File: config.mk
export PLATFORM = sky130hd
export DESIGN_NAME = spfsdl_ram
export DESIGN_NICKNAME = d
export VERILOG_FILES = /design/src/sv/spfsdl_ram.sv
export SDC_FILE = /design/constraint.sdc
export NUM_CORES = 1
export LEC_CHECK = 0
export BUFFER_PORTS_ARGS = -buffer_cell sky130_fd_sc_hd__buf_2
export CORE_MARGIN = 2
export CORE_UTILIZATION = 50
export CTS_BUF_LIST = sky130_fd_sc_hd__clkbuf_16
export DETAILED_ROUTE_END_ITERATION = 8
export PLACE_DENSITY_LB_ADDON = 0.1
export SKIP_CTS_REPAIR_TIMING = 1
export SLEW_MARGIN = 20
export SYNTH_ARGS = -nofsm -noshare
export SYNTH_HDL_FRONTEND = slang
export SYNTH_SLANG_ARGS = --single-unit
File: constraint.sdc
create_clock -name i_clk -period 4.4 [get_ports i_clk]
set_input_delay 1.32 -clock i_clk [delete_from_list [all_inputs] [get_ports i_clk]]
set_output_delay 1.32 -clock i_clk [all_outputs]
set_load 0.02 [all_outputs]
File: src/sv/spfsdl_ram.sv
// Generic simple dual-port RAM, one write port, one registered read port.
`default_nettype none

module spfsdl_ram #(
    parameter int WIDTH = 8,
    parameter int DEPTH = 64
) (
    input  wire logic                     i_clk,
    input  wire logic                     i_we,
    input  wire logic [$clog2(DEPTH)-1:0] i_waddr,
    input  wire logic [WIDTH-1:0]         i_wdata,
    input  wire logic [$clog2(DEPTH)-1:0] i_raddr,
    output      logic [WIDTH-1:0]         o_rdata
);

    logic [WIDTH-1:0] r_mem [DEPTH];

    always_ff @(posedge i_clk) begin
        if (i_we) begin
            r_mem[i_waddr] <= i_wdata;
        end
        o_rdata <= r_mem[i_raddr];
    end

endmodule

`default_nettype wire

[After elaboration in Yosys (flattened, before gate mapping)]
Memory sizes are Yosys's and may differ from the RTL's. A register that Yosys moved wholly into a read port is not among the register bits.
Index checks and enable logic that the tools add are counted.
Storage, ports and cells
  flip-flop bits (word level): 0
  latch bits: 0
  memory bits (writable): 512
  memory bits (read-only): 0
  input port bits: 22
  output and inout bits: 8
  logic and storage cells: 3
  memories: 1
Operators by class
  add/subtract/negate cells: 0
  $mul: 0
  div/mod/pow operators: 0
  order comparisons: 0
  equal/unequal tests: 0
  shift operators: 0
  mux-type cells: 2
  bitwise operators: 0
  reduce and logical (&&, ||, !) cells: 0
Memory list
  r_mem: words 64, width 8, read ports 1, clocked after memory_dff 1, write ports 1, line 16  | logic [WIDTH-1:0] r_mem [DEPTH];
Operators with widths (count)
  2-to-1 mux 1 bit: 2

[Longest topological paths before layout]
Gate-level depths: netlist of the first run.
  depth in word-level cells: 2
  mapped depth: 9
  mapped depth without buffers: 5

[Least setup slack after synthesis of the first run]
No wires, ideal clock.
  kind: input to register
  from: input port i_raddr[1]
  to: register o_rdata[3] (read register of r_mem)
  setup time: 0.128 ns
  data arrival time: 2.860 ns
  data required time: 4.272 ns
  setup slack: 1.412 ns
  stages on the path: 7
  path buffers: 3
  cell sequence: buf_4 buf_2 buf_2 mux4_2 mux4_2 o21ai_1 o41ai_1
RTL lines
  start: declaration: line 12  | input wire logic [$clog2(DEPTH)-1:0] i_raddr,
  end: declaration: line 13  | output logic [WIDTH-1:0] o_rdata

==> results of run 1 <==
==> registers in the layout, indices dropped and copies added, names as in the netlist <==
name,cells
r_mem,512
o_rdata,8
==> final timing paths <==
kind                                   end    startpoint  cells past startpoint  slack (ps)
worst min-delay path            o_rdata[1]  r_mem[22][1]                      4         840
worst min register to register  o_rdata[1]  r_mem[22][1]                      4         840
worst max-delay path            o_rdata[6]    i_raddr[0]                      7        1260
worst max register to register  o_rdata[4]  r_mem[29][4]                      5        2190
==> per-stage QoR <==
| step | instances | utilization | total power, mW | cell area, µm² | hold WS (ps) |
|---|---|---|---|---|---|
| floorplan | 940 | - | 5.90 | 20200 | 718 |
| global placement | 1515 | 0.535 | 6.13 | 21300 | 815 |
| detailed placement | 1515 | 0.535 | 6.14 | 21300 | 826 |
| CTS | 1616 | 0.578 | 10.4 | 23000 | 843 |
| global route | 1616 | 0.578 | 10.7 | 23000 | 879 |
| finish | 1616 | 0.578 | 10.3 | 23000 | 842 |
==> cell type report <==
cell class                 count  area share
sequential                   520       0.676
timing repair buffer         101      0.0334
tap                          525      0.0286
clock buffer                  57      0.0621
clock inverter                44      0.0113
multi-input combinational    369       0.188
==> Yosys cell counts (all sizes together), types with 4 or more instances <==
cell type,instances,share of area
edfxtp,512,0.76
mux4,126,0.14
nor2,83,0.015
buf,34,0.013
mux2i,23,0.011
nand2,19,0.0035
clkbuf,17,0.0032
nor2b,14,0.0043
mux2,13,0.0073
nand3,13,0.0032
dfxtp,8,0.0079
o221ai,8,0.0035
o22ai,8,0.0025
nand2b,7,0.0022
nor3,7,0.0017
a221oi,6,0.0026
a211oi,4,0.0015
o21ai,4,0.00099
==> tightest hold or removal path: stages (launching register included) <==
cell,delay [ps]
edfxtp_1,310
mux4_2,220
o22ai_1,90
nand2_1,80
o2bb2ai_1,110
==> power groups by stage <==
stage	registers, mW	logic (mW)	clock network [mW]
after CTS	5.50	0.530	4.39
after global routing	5.50	0.562	4.59
after global placement	5.61	0.525	0
after detailed placement	5.61	0.529	0
after floorplan	5.61	0.292	0
final	5.50	0.523	4.31
==> routing by layer <==
metal | GRT usage | share of wire | vias up
met5 | 0 | 0 | -
met1 | 0.342 | 0.45 | 5217
met4 | 0.0657 | 0.022 | 0
met3 | 0.0434 | 0.063 | 75
met2 | 0.339 | 0.47 | 327
li1 | - | - | 4144
==> kinds of logic after synthesis <==
kind of cell / Yosys count / synth area share
AOI/OAI and AO/OA: 54 / 0.0207
buffers and inverters: 51 / 0.0157
DFF: 520 / 0.770
muxes: 162 / 0.159
and+or+nand+nor: 153 / 0.0339
==> summary.txt, run 1 <==
Outcome
  – Run status: finished, final reports clean

Logic synthesis
  – Cells after Synth: 940
  – Synth Register Bits: 520
  – Sequential fraction of the synthesis area: 0.770
  – Synthesized Nets: 962
  – Number of flops mapped to enable cells by yosys: 512
  – Post-synth cell types: 40
  – Syn Area/Cell: 21.5 µm²
  – Ys Warns: 0
  – Predominant post-synthesis flop cell: edfxtp_1
  – Post-synth ARST share: 0
  – Mapped Area: 0.0202 mm²

Global route
  – Number of global-route vias before repair: 9,716
  – Overall Global Routing Usage: 0.226
  – First-pass GRT wire length: 67,200 µm
  – GR Overflow Total: 0
  – Pin count of the biggest net entering global routing: 65
  – Initial antenna violation count: 0

Detailed routing
  – Final Routed Wirelength: 45,700 µm
  – DRT antenna net count: 0
  – Wirelength per Cell: 28.3 µm
  – First DRT Iteration DRCs: 923
  – Drt drc: 0
  – Vias per cell: 6.04
  – DRT Pass-1 Iters: 5
  – Total number of vias: 9,763

CTS
  – Cell chosen for the clock root: clkbuf_16
  – Sink Count: 520
  – Worst skew pair latency: 600 ps
  – CTS clk-pin slew, worst paths: 60 ps
  – CTS H-tree lvls: 2
  – Inserted Clock Buffers: 54
  – Max Root-Sink Buffers: 3
  – CTS tree: built

Critical path
  – Critical path's top delay family: multiplexers
  – Crit path cell chain: clkbuf_8, buf_4, mux4_2, mux2_2, o221a_2, nor3_1, o32ai_1
  – Critical path startpoint category: input port
  – CP arrival: 3590 ps
  – CP Class: input port to flip-flop
  – Slowest-stage cell, CP: mux4_2
  – CP required: 4850 ps
  – CP Capture Type: flip-flop
  – CP peak stage delay: 530 ps
  – Critical path peak fanout: 19
  – WP buf/inv: 2

Timing
  – Final Skew: 21.6 ps
  – Setup violators final: 0
  – Max-slew violation count: 0
  – Rel. slew slack: 0.280
  – Worst-Margin Slew: 1080 ps
  – Setup TNS: 0 ps
  – Final number of hold-violating endpoints: 0
  – Setup ws final: 1260 ps
  – Fmax: 319 MHz
  – Fin crit share: 0.714
  – RSZ-0062 raised after global routing: no
  – Min Clock Period, post-route: 3140 ps

Floorplanning
  – Die W: 205 µm
  – Total die area: 0.0420 mm²
  – Io pins: 30
  – Die Ht: 205 µm
  – Core Footprint: 0.0397 mm²
  – Num rows: 73
  – Initial core utilization: 0.508

Power
  – Reg power frac: 0.533
  – Combinational share of power: 0.051
  – VDD IR max: 319 µV
  – Sw frac: 0.209
  – Clk pwr share: 0.417
  – Pint: 8.18 mW
  – Leakage power total: 7.37 nW
  – NetSw: 2.16 mW
  – PD cells: 450 mW/mm²

Final layout
  – Commonest non-fill, non-tap cells in the layout: edfxtp_1 (512), mux4_2 (126), nor2_1 (82), buf_4 (71), clkbuf_16 (57)
  – Commonest non-fill, non-tap cell in the layout: edfxtp_1
  – Fillers: 2,913
  – Final nets: 1,068
  – Multi-input gate area: 0.00432 mm²
  – Register area: 0.0155 mm²
  – Ant diodes: 0
  – Layout cells sized above 1: 0.288
  – Area grow syn2layout: 13.9%

Placement
  – # port buffers: 29
  – Post-DP HPWL: 28,300 µm
  – Final RePlAce weighted congestion: 0.806
  – Place WS: 623 ps

Job
  – Max Cap Viol: 0

Worst hold path
  – HP Class: flip-flop to flip-flop
Power figures use the tool's default switching activity.
==> run 2: changes to the inputs <==
--- a/config.mk
+++ b/config.mk
@@ -5,6 +5,7 @@
 export SDC_FILE = /design/constraint.sdc
 export NUM_CORES = 1
 export LEC_CHECK = 0
+export ABC_AREA = 1
 export BUFFER_PORTS_ARGS = -buffer_cell sky130_fd_sc_hd__buf_2
 export CORE_MARGIN = 2
 export CORE_UTILIZATION = 50
==> constraint.sdc (replaced) <==
create_clock -name i_clk -period 2.9 [get_ports i_clk]
set_input_delay 0.87 -clock i_clk [delete_from_list [all_inputs] [get_ports i_clk]]
set_output_delay 0.87 -clock i_clk [all_outputs]
set_load 0.02 [all_outputs]
==> run 2 against run 1 <==
Effect of this change:
- flip-flop and latch count stayed put
- die area grew 5.7%
- synthesized cell count is 92% higher
- non-clock buffer count increased by 42
- critical endpoint is now o_rdata[1]
- register-to-register slack worse by 650 ps
- sequential power is 52% higher
- clock skew down 9.4 ps
- clock-buffer cell count unchanged
- first-iteration DRC count rose by 49%
- largest power group unchanged
- clock power up 60%
- sequential share of layout area down 3.7 points
- worst setup slack got worse by 470 ps
==> summary.txt, run 2 <==
CTS
  – Cell chosen for the clock root: clkbuf_16
  – CTS H-tree lvls: 2 (unchanged)
  – CTS clk-pin slew, worst paths: 60 ps (about the same)
  – Inserted Clock Buffers: 54 (unchanged)
  – CTS tree: built
  – Worst skew pair latency: 590 ps (about the same)
  – Sink Count: 520 (unchanged)
  – Max Root-Sink Buffers: 3 (unchanged)

Timing
  – Fin crit share: 0.727
  – Max-slew violation count: 0 (unchanged)
  – Setup violators final: 0 (unchanged)
  – Setup TNS: 0 ps (unchanged)
  – Min Clock Period, post-route: 2110 ps
  – Worst-Margin Slew: 636 ps (-444 ps)
  – RSZ-0062 raised after global routing: no
  – Final Skew: 12.2 ps (-9.39 ps)
  – Fmax: 474 MHz
  – Rel. slew slack: 0.576 (+0.296)
  – Final number of hold-violating endpoints: 0 (unchanged)
  – Setup ws final: 792 ps (-468 ps)
  – Hold WS: 658 ps (-185 ps)

Logic synthesis
  – Mapped Area: 0.0213 mm² (+5.8%)
  – Syn Area/Cell: 11.8 µm² (-45%)
  – Leading cell types by count after synthesis: nand2_1 (648), edfxtp_1 (512), nand3_1 (439), nor2_1 (56), buf_2 (37)
  – Top cell type by total area after synthesis: edfxtp_1
  – Cells after Synth: 1,805 (+92%)
  – Synth Register Bits: 520 (unchanged)
  – Sequential fraction of the synthesis area: 0.728 (-0.0423)
  – Post-synth ARST share: 0 (unchanged)
  – Synth area leaders: edfxtp_1 (72%), nand2_1 (11%), nand3_1 (10%)
  – Post-synth cell types: 16 (-60%)
  – Synthesized Nets: 1,827 (+90%)
  – Number of flops mapped to enable cells by yosys: 512 (unchanged)
  – Predominant post-synthesis flop cell: edfxtp_1
  – Yosys top cell area share: 0.720 (-0.0419)
  – Most frequent cell after synthesis: nand2_1
  – Ys Warns: 0 (unchanged)

Critical path
  – Slowest-stage cell, CP: dfxtp_1
  – Critical path peak fanout: 1 (-18)
  – Crit path cell chain: buf_2
  – CP peak stage delay: 430 ps (-100 ps)
  – Critical path startpoint category: flip-flop
  – WP buf/inv: 1 (-1)
  – CP required: 2030 ps (-2820 ps)
  – CP Capture Type: primary output
  – CP arrival: 1240 ps (-2350 ps)
  – Critical path's top delay family: flip-flops
  – CP Class: flip-flop to primary output

Floorplanning
  – Total die area: 0.0443 mm² (+5.7%)
  – Initial core utilization: 0.508 (about the same)
  – Io pins: 30 (unchanged)
  – Die W: 211 µm (+2.8%)
  – Num rows: 75 (+2.7%)
  – Die Ht: 211 µm (+2.8%)
  – Core Footprint: 0.0420 mm² (+5.8%)

Placement
  – # port buffers: 29 (unchanged)
  – Placed inst area: 0.0225 mm² (+5.8%)
  – Place WS: 402 ps (-221 ps)
  – Final RePlAce weighted congestion: 0.884 (+9.7%)
  – Post-DP HPWL: 31,700 µm (+12%)

Power
  – Leakage power total: 8.96 nW (+22%)
  – Reg power frac: 0.512 (-0.021)
  – Combinational share of power: 0.064 (+0.013)
  – PD cells: 671 mW/mm² (+49%)
  – Pint: 12.7 mW (+55%)
  – Sw frac: 0.222 (+0.0133)
  – VDD IR max: 511 µV (+60%)
  – NetSw: 3.62 mW (+68%)
  – Clk pwr share: 0.424 (+0.007)
  – Total power: 16.3 mW (+58%)

Global route
  – First-pass GRT wire length: 81,800 µm (+22%)
  – GR Overflow Total: 0 (unchanged)
  – Overall Global Routing Usage: 0.249 (+0.0224)
  – Initial antenna violation count: 1 (+1)
  – Number of global-route vias before repair: 13,200 (+35%)
  – Pin count of the biggest net entering global routing: 109 (+68%)

Job
  – Max Cap Viol: 0 (unchanged)

Final layout
  – Commonest non-fill, non-tap cell in the layout: nand2_1
  – Layout cells sized above 1: 0.115 (-0.173)
  – Final nets: 1,913 (+79%)
  – Area grow syn2layout: 13.9% (about the same)
  – Cell area after layout: 0.0243 mm² (+5.8%)
  – Top reg by flops: r_mem
  – Ant diodes: 0 (unchanged)
  – Biggest regs: r_mem x512, o_rdata x8
  – Number of flip-flops in the largest register: 512 (unchanged)
  – Commonest non-fill, non-tap cells in the layout: nand2_1 (648), edfxtp_1 (512), nand3_1 (439), buf_4 (92), clkbuf_16 (57)

Detailed routing
  – First DRT Iteration DRCs: 1,376 (+49%)
  – Total number of vias: 13,900 (+42%)
  – DRT Pass-1 Iters: 5 (unchanged)
  – Wirelength per Cell: 21.9 µm (-23%)
  – DRT antenna net count: 0 (unchanged)
  – Drt drc: 0 (unchanged)
  – Final Routed Wirelength: 54,200 µm (+19%)
  – Vias per cell: 5.62 (-7.0%)

Worst hold path
  – HP Class: input port to flip-flop

Outcome
  – Run status: finished, final reports clean
==> run 2: cells by family (layout without fill, tap and decap cells) <==
logic type | Yosys count | in the layout | share of synthesized area
and+or+nand+nor | 1160 | 1160 | 0.232
DFF | 520 | 520 | 0.728
buffers and inverters | 125 | 255 | 0.0402
==> run 2: metal layers <==
metal	vias up	track usage	part of all wire
met5	-	0	0.00018
met4	2	0.0760	0.024
met3	85	0.0371	0.071
met2	511	0.386	0.47
met1	6775	0.366	0.44
li1	6526	-	-
==> run 2: worst paths after layout <==
path | start | end | slack, ps | depth (start not counted)
hold / removal | i_raddr[5] | o_rdata[3] | 660 | 3
setup / recovery | o_rdata[1] | o_rdata[1] | 790 | 1
hold reg to reg | r_mem[24][7] | o_rdata[7] | 810 | 8
setup reg to reg | r_mem[59][2] | o_rdata[2] | 1540 | 8
==> run 2: power groups by stage <==
stage | combinational [mW] | clock, mW | sequential [mW]
3_5_place_dp | 1.03 | 0 | 8.50
4_1_cts | 1.04 | 7.00 | 8.34
3_3_place_gp | 1.03 | 0 | 8.50
2_1_floorplan | 0.585 | 0 | 8.51
5_1_grt | 1.13 | 7.30 | 8.34
6_report | 1.04 | 6.91 | 8.34
==> run 2: layout make-up <==
type,count,area (µm²)
fillers,3449,17700
flip-flops and latches,520,15500
multi-input cells,1160,4950
clock buffers,57,1430
repair buffers,143,1300
well taps,539,674
clock inverters,43,359
inverters,12,55.1
==> run 2: through the flow <==
step,util,cells
floorplan,-,1805
CTS,0.578,2474
global placement,0.535,2374
global route,0.578,2474
finish,0.578,2474
detailed placement,0.535,2374
==> run 3: changes to the inputs <==
==> constraint.sdc (replaced) <==
create_clock -name i_clk -period 1.9 [get_ports i_clk]
set_input_delay 0.57 -clock i_clk [delete_from_list [all_inputs] [get_ports i_clk]]
set_output_delay 0.57 -clock i_clk [all_outputs]
set_load 0.02 [all_outputs]
==> run 3 against run 2 <==
Effect of this change:
- flip-flop and latch count is the same
- sequential power grew 52%
- first-iteration DRC count grew 11%
- clock power grew 44%
- critical endpoint unchanged
- combinational power grew 67%
- via count grew 1.4%
- sequential share of layout area shrank 2.1 points
- global-route usage grew 0.13 points
- utilization grew 2.0 points
- die area is the same
- register-to-register slack lost 1000 ps
- final cell count grew 2.1%
==> summary.txt, run 3 (synthesis gave the netlist of run 2 again) <==
Detailed routing
  – DRT Pass-1 Iters: 7 (+2)
  – Max Used Layer: met4
  – Vias per cell: 5.58 (-0.62%)
  – Drt drc: 0 (unchanged)
  – Metal2 WL: 25,700 µm (+1.9%)
  – DRT antenna net count: 0 (unchanged)
  – Met3 wire len: 4030 µm (+4.0%)
  – Wirelength per Cell: 21.6 µm (-1.6%)
  – Total number of vias: 14,100 (+1.4%)
  – M1 WL: 23,400 µm (-1.7%)
  – First DRT Iteration DRCs: 1,523 (+11%)
  – Final Routed Wirelength: 54,400 µm (+0.43%)

Critical path
  – Critical path startpoint category: flip-flop
  – Critical path's top delay family: flip-flops
  – Crit path cell chain: buf_2
  – CP peak stage delay: 500 ps (+70 ps)
  – WP buf/inv: 1 (unchanged)
  – CP Class: flip-flop to primary output
  – CP Capture Type: primary output
  – Reg-to-reg setup timing slack: 500 ps (-1040 ps)
  – Slowest-stage cell, CP: dfxtp_1
  – CP required: 1330 ps (-700 ps)
  – Critical path peak fanout: 1 (unchanged)
  – CP arrival: 1320 ps (+80 ps)

Floorplanning
  – Io pins: 30 (unchanged)
  – Num rows: 75 (unchanged)
  – Die Ht: 211 µm (unchanged)
  – Total die area: 0.0443 mm² (unchanged)
  – Initial core utilization: 0.508 (unchanged)
  – Die W: 211 µm (unchanged)
  – Core Footprint: 0.0420 mm² (unchanged)

Power
  – Clk pwr share: 0.407 (-0.017)
  – Combinational share of power: 0.071 (+0.007)
  – Leakage power total: 9.27 nW (+3.5%)
  – Sw frac: 0.224 (+0.00183)
  – Pint: 19.0 mW (+50%)
  – PD cells: 973 mW/mm² (+45%)
  – VDD IR max: 773 µV (+51%)
  – NetSw: 5.48 mW (+51%)
  – Reg power frac: 0.521 (+0.009)

Global route
  – Pin count of the biggest net entering global routing: 65 (-40%)
  – First-pass GRT wire length: 82,500 µm (+0.88%)
  – Number of global-route vias before repair: 13,800 (+4.6%)
  – GR Overflow Total: 0 (unchanged)
  – Initial antenna violation count: 1 (unchanged)
  – Overall Global Routing Usage: 0.250 (+0.00126)

Final layout
  – Commonest non-fill, non-tap cells in the layout: nand2_1 (648), edfxtp_1 (512), nand3_1 (439), buf_4 (120)
  – Multi-input gate area: 0.00511 mm² (+3.3%)
  – Cell area after layout: 0.0251 mm² (+3.4%)
  – Biggest regs: r_mem x512, o_rdata x8
  – Fillers: 3,406 (-1.2%)
  – Number of flip-flops in the largest register: 512 (unchanged)
  – Commonest non-fill, non-tap cell in the layout: nand2_1
  – Area grow syn2layout: 17.7%
  – Top reg by flops: r_mem
  – Layout cells sized above 1: 0.158 (+0.0429)
  – Final nets: 1,970 (+3.0%)
  – Register area: 0.0155 mm² (unchanged)
  – Ant diodes: 0 (unchanged)

Timing
  – Setup ws final: 14.7 ps (-777 ps)
  – Setup violators final: 0 (unchanged)
  – Worst-Margin Slew: 750 ps (+115 ps)
  – Fmax: 530 MHz
  – Max-slew violation count: 0 (unchanged)
  – Rel. slew slack: 0.498 (-0.0783)
  – Final number of hold-violating endpoints: 0 (unchanged)
  – RSZ-0062 raised after global routing: no
  – Fin crit share: 0.992
  – Final Skew: 14.1 ps (+1.92 ps)
  – Min Clock Period, post-route: 1890 ps

CTS
  – Inserted Clock Buffers: 53 (-1.9%)
  – CTS H-tree lvls: 2 (unchanged)
  – Cell chosen for the clock root: clkbuf_16
  – Worst skew pair latency: 590 ps (about the same)
  – Max Root-Sink Buffers: 3 (unchanged)
  – CTS clk-pin slew, worst paths: 60 ps (about the same)
  – CTS tree: built
  – Sink Count: 520 (unchanged)

Placement
  – Place WS: -286 ps (-687 ps)
  – # port buffers: 29 (unchanged)
  – Final RePlAce weighted congestion: 0.829 (-6.3%)
  – Post-DP HPWL: 33,500 µm (+5.9%)
  – Placed inst area: 0.0235 mm² (+4.3%)

Outcome
  – Run status: finished, final reports clean

Worst hold path
  – HP Class: input port to flip-flop

Job
  – Max Cap Viol: 0 (unchanged)
[run 3: cell count changes in the layout (fill, tap and decap cells not counted), sizes merged]
cell      previous run  this run
buf                142       201
bufinv               6         5
clkbuf              58        53
clkinvlp             6         4
[run 3: area by class of cell]
type,count,share of cell area
tap,539,0.0268
clock inverter,40,0.0124
inverter,12,0.00224
timing repair buffer,201,0.0839
multi-input combinational,1160,0.203
sequential,520,0.618
clock buffer,53,0.0528
[run 3: power groups by stage]
| stage | combinational (mW) | sequential [mW] | clock [mW] |
|---|---|---|---|
| floorplan | 0.918 | 13.0 | 0 |
| global placement | 1.73 | 13.0 | 0 |
| detailed placement | 1.74 | 13.0 | 0 |
| CTS | 1.75 | 12.7 | 10.1 |
| global route | 1.90 | 12.7 | 10.5 |
| finish | 1.74 | 12.7 | 9.95 |
[run 3: per-stage QoR]
stage | setup TNS (ps) | utilization | instances | hold WS, ps | total power [mW]
4_1_cts | 0 | 0.598 | 2525 | 383 | 24.6
6_report | 0 | 0.598 | 2525 | 411 | 24.4
3_5_place_dp | -13410 | 0.559 | 2432 | 824 | 14.7
3_3_place_gp | -11360 | 0.559 | 2432 | 816 | 14.7
2_1_floorplan | -51230 | - | 1805 | 669 | 13.9
5_1_grt | 0 | 0.598 | 2525 | 413 | 25.1
[run 3: path summary, 6_finish.rpt]
| kind | depth (start not counted) | startpoint | to |
|---|---|---|---|
| worst max-delay path | 1 | o_rdata[1] | o_rdata[1] |
| worst min-delay path | 3 | i_raddr[5] | o_rdata[7] |
| worst max register to register | 8 | r_mem[43][1] | o_rdata[1] |
| worst min register to register | 8 | r_mem[25][6] | o_rdata[6] |
[run 3: worst reg2reg max path: stages, from the launching register on]
cell      delay (ps)
edfxtp_1         360
nand2_1           80
nand3_1           90
nand3_1          100
nand2_1           90
nand2_1           70
nand3_1          170
nand3_1          260
nand2_1           70
[run 3: metal layers]
| metal | track usage | up-vias |
|---|---|---|
| li1 | - | 6638 |
| met1 | 0.359 | 6838 |
| met2 | 0.397 | 543 |
| met3 | 0.0344 | 79 |
| met4 | 0.0838 | 0 |
| met5 | 0 | - |
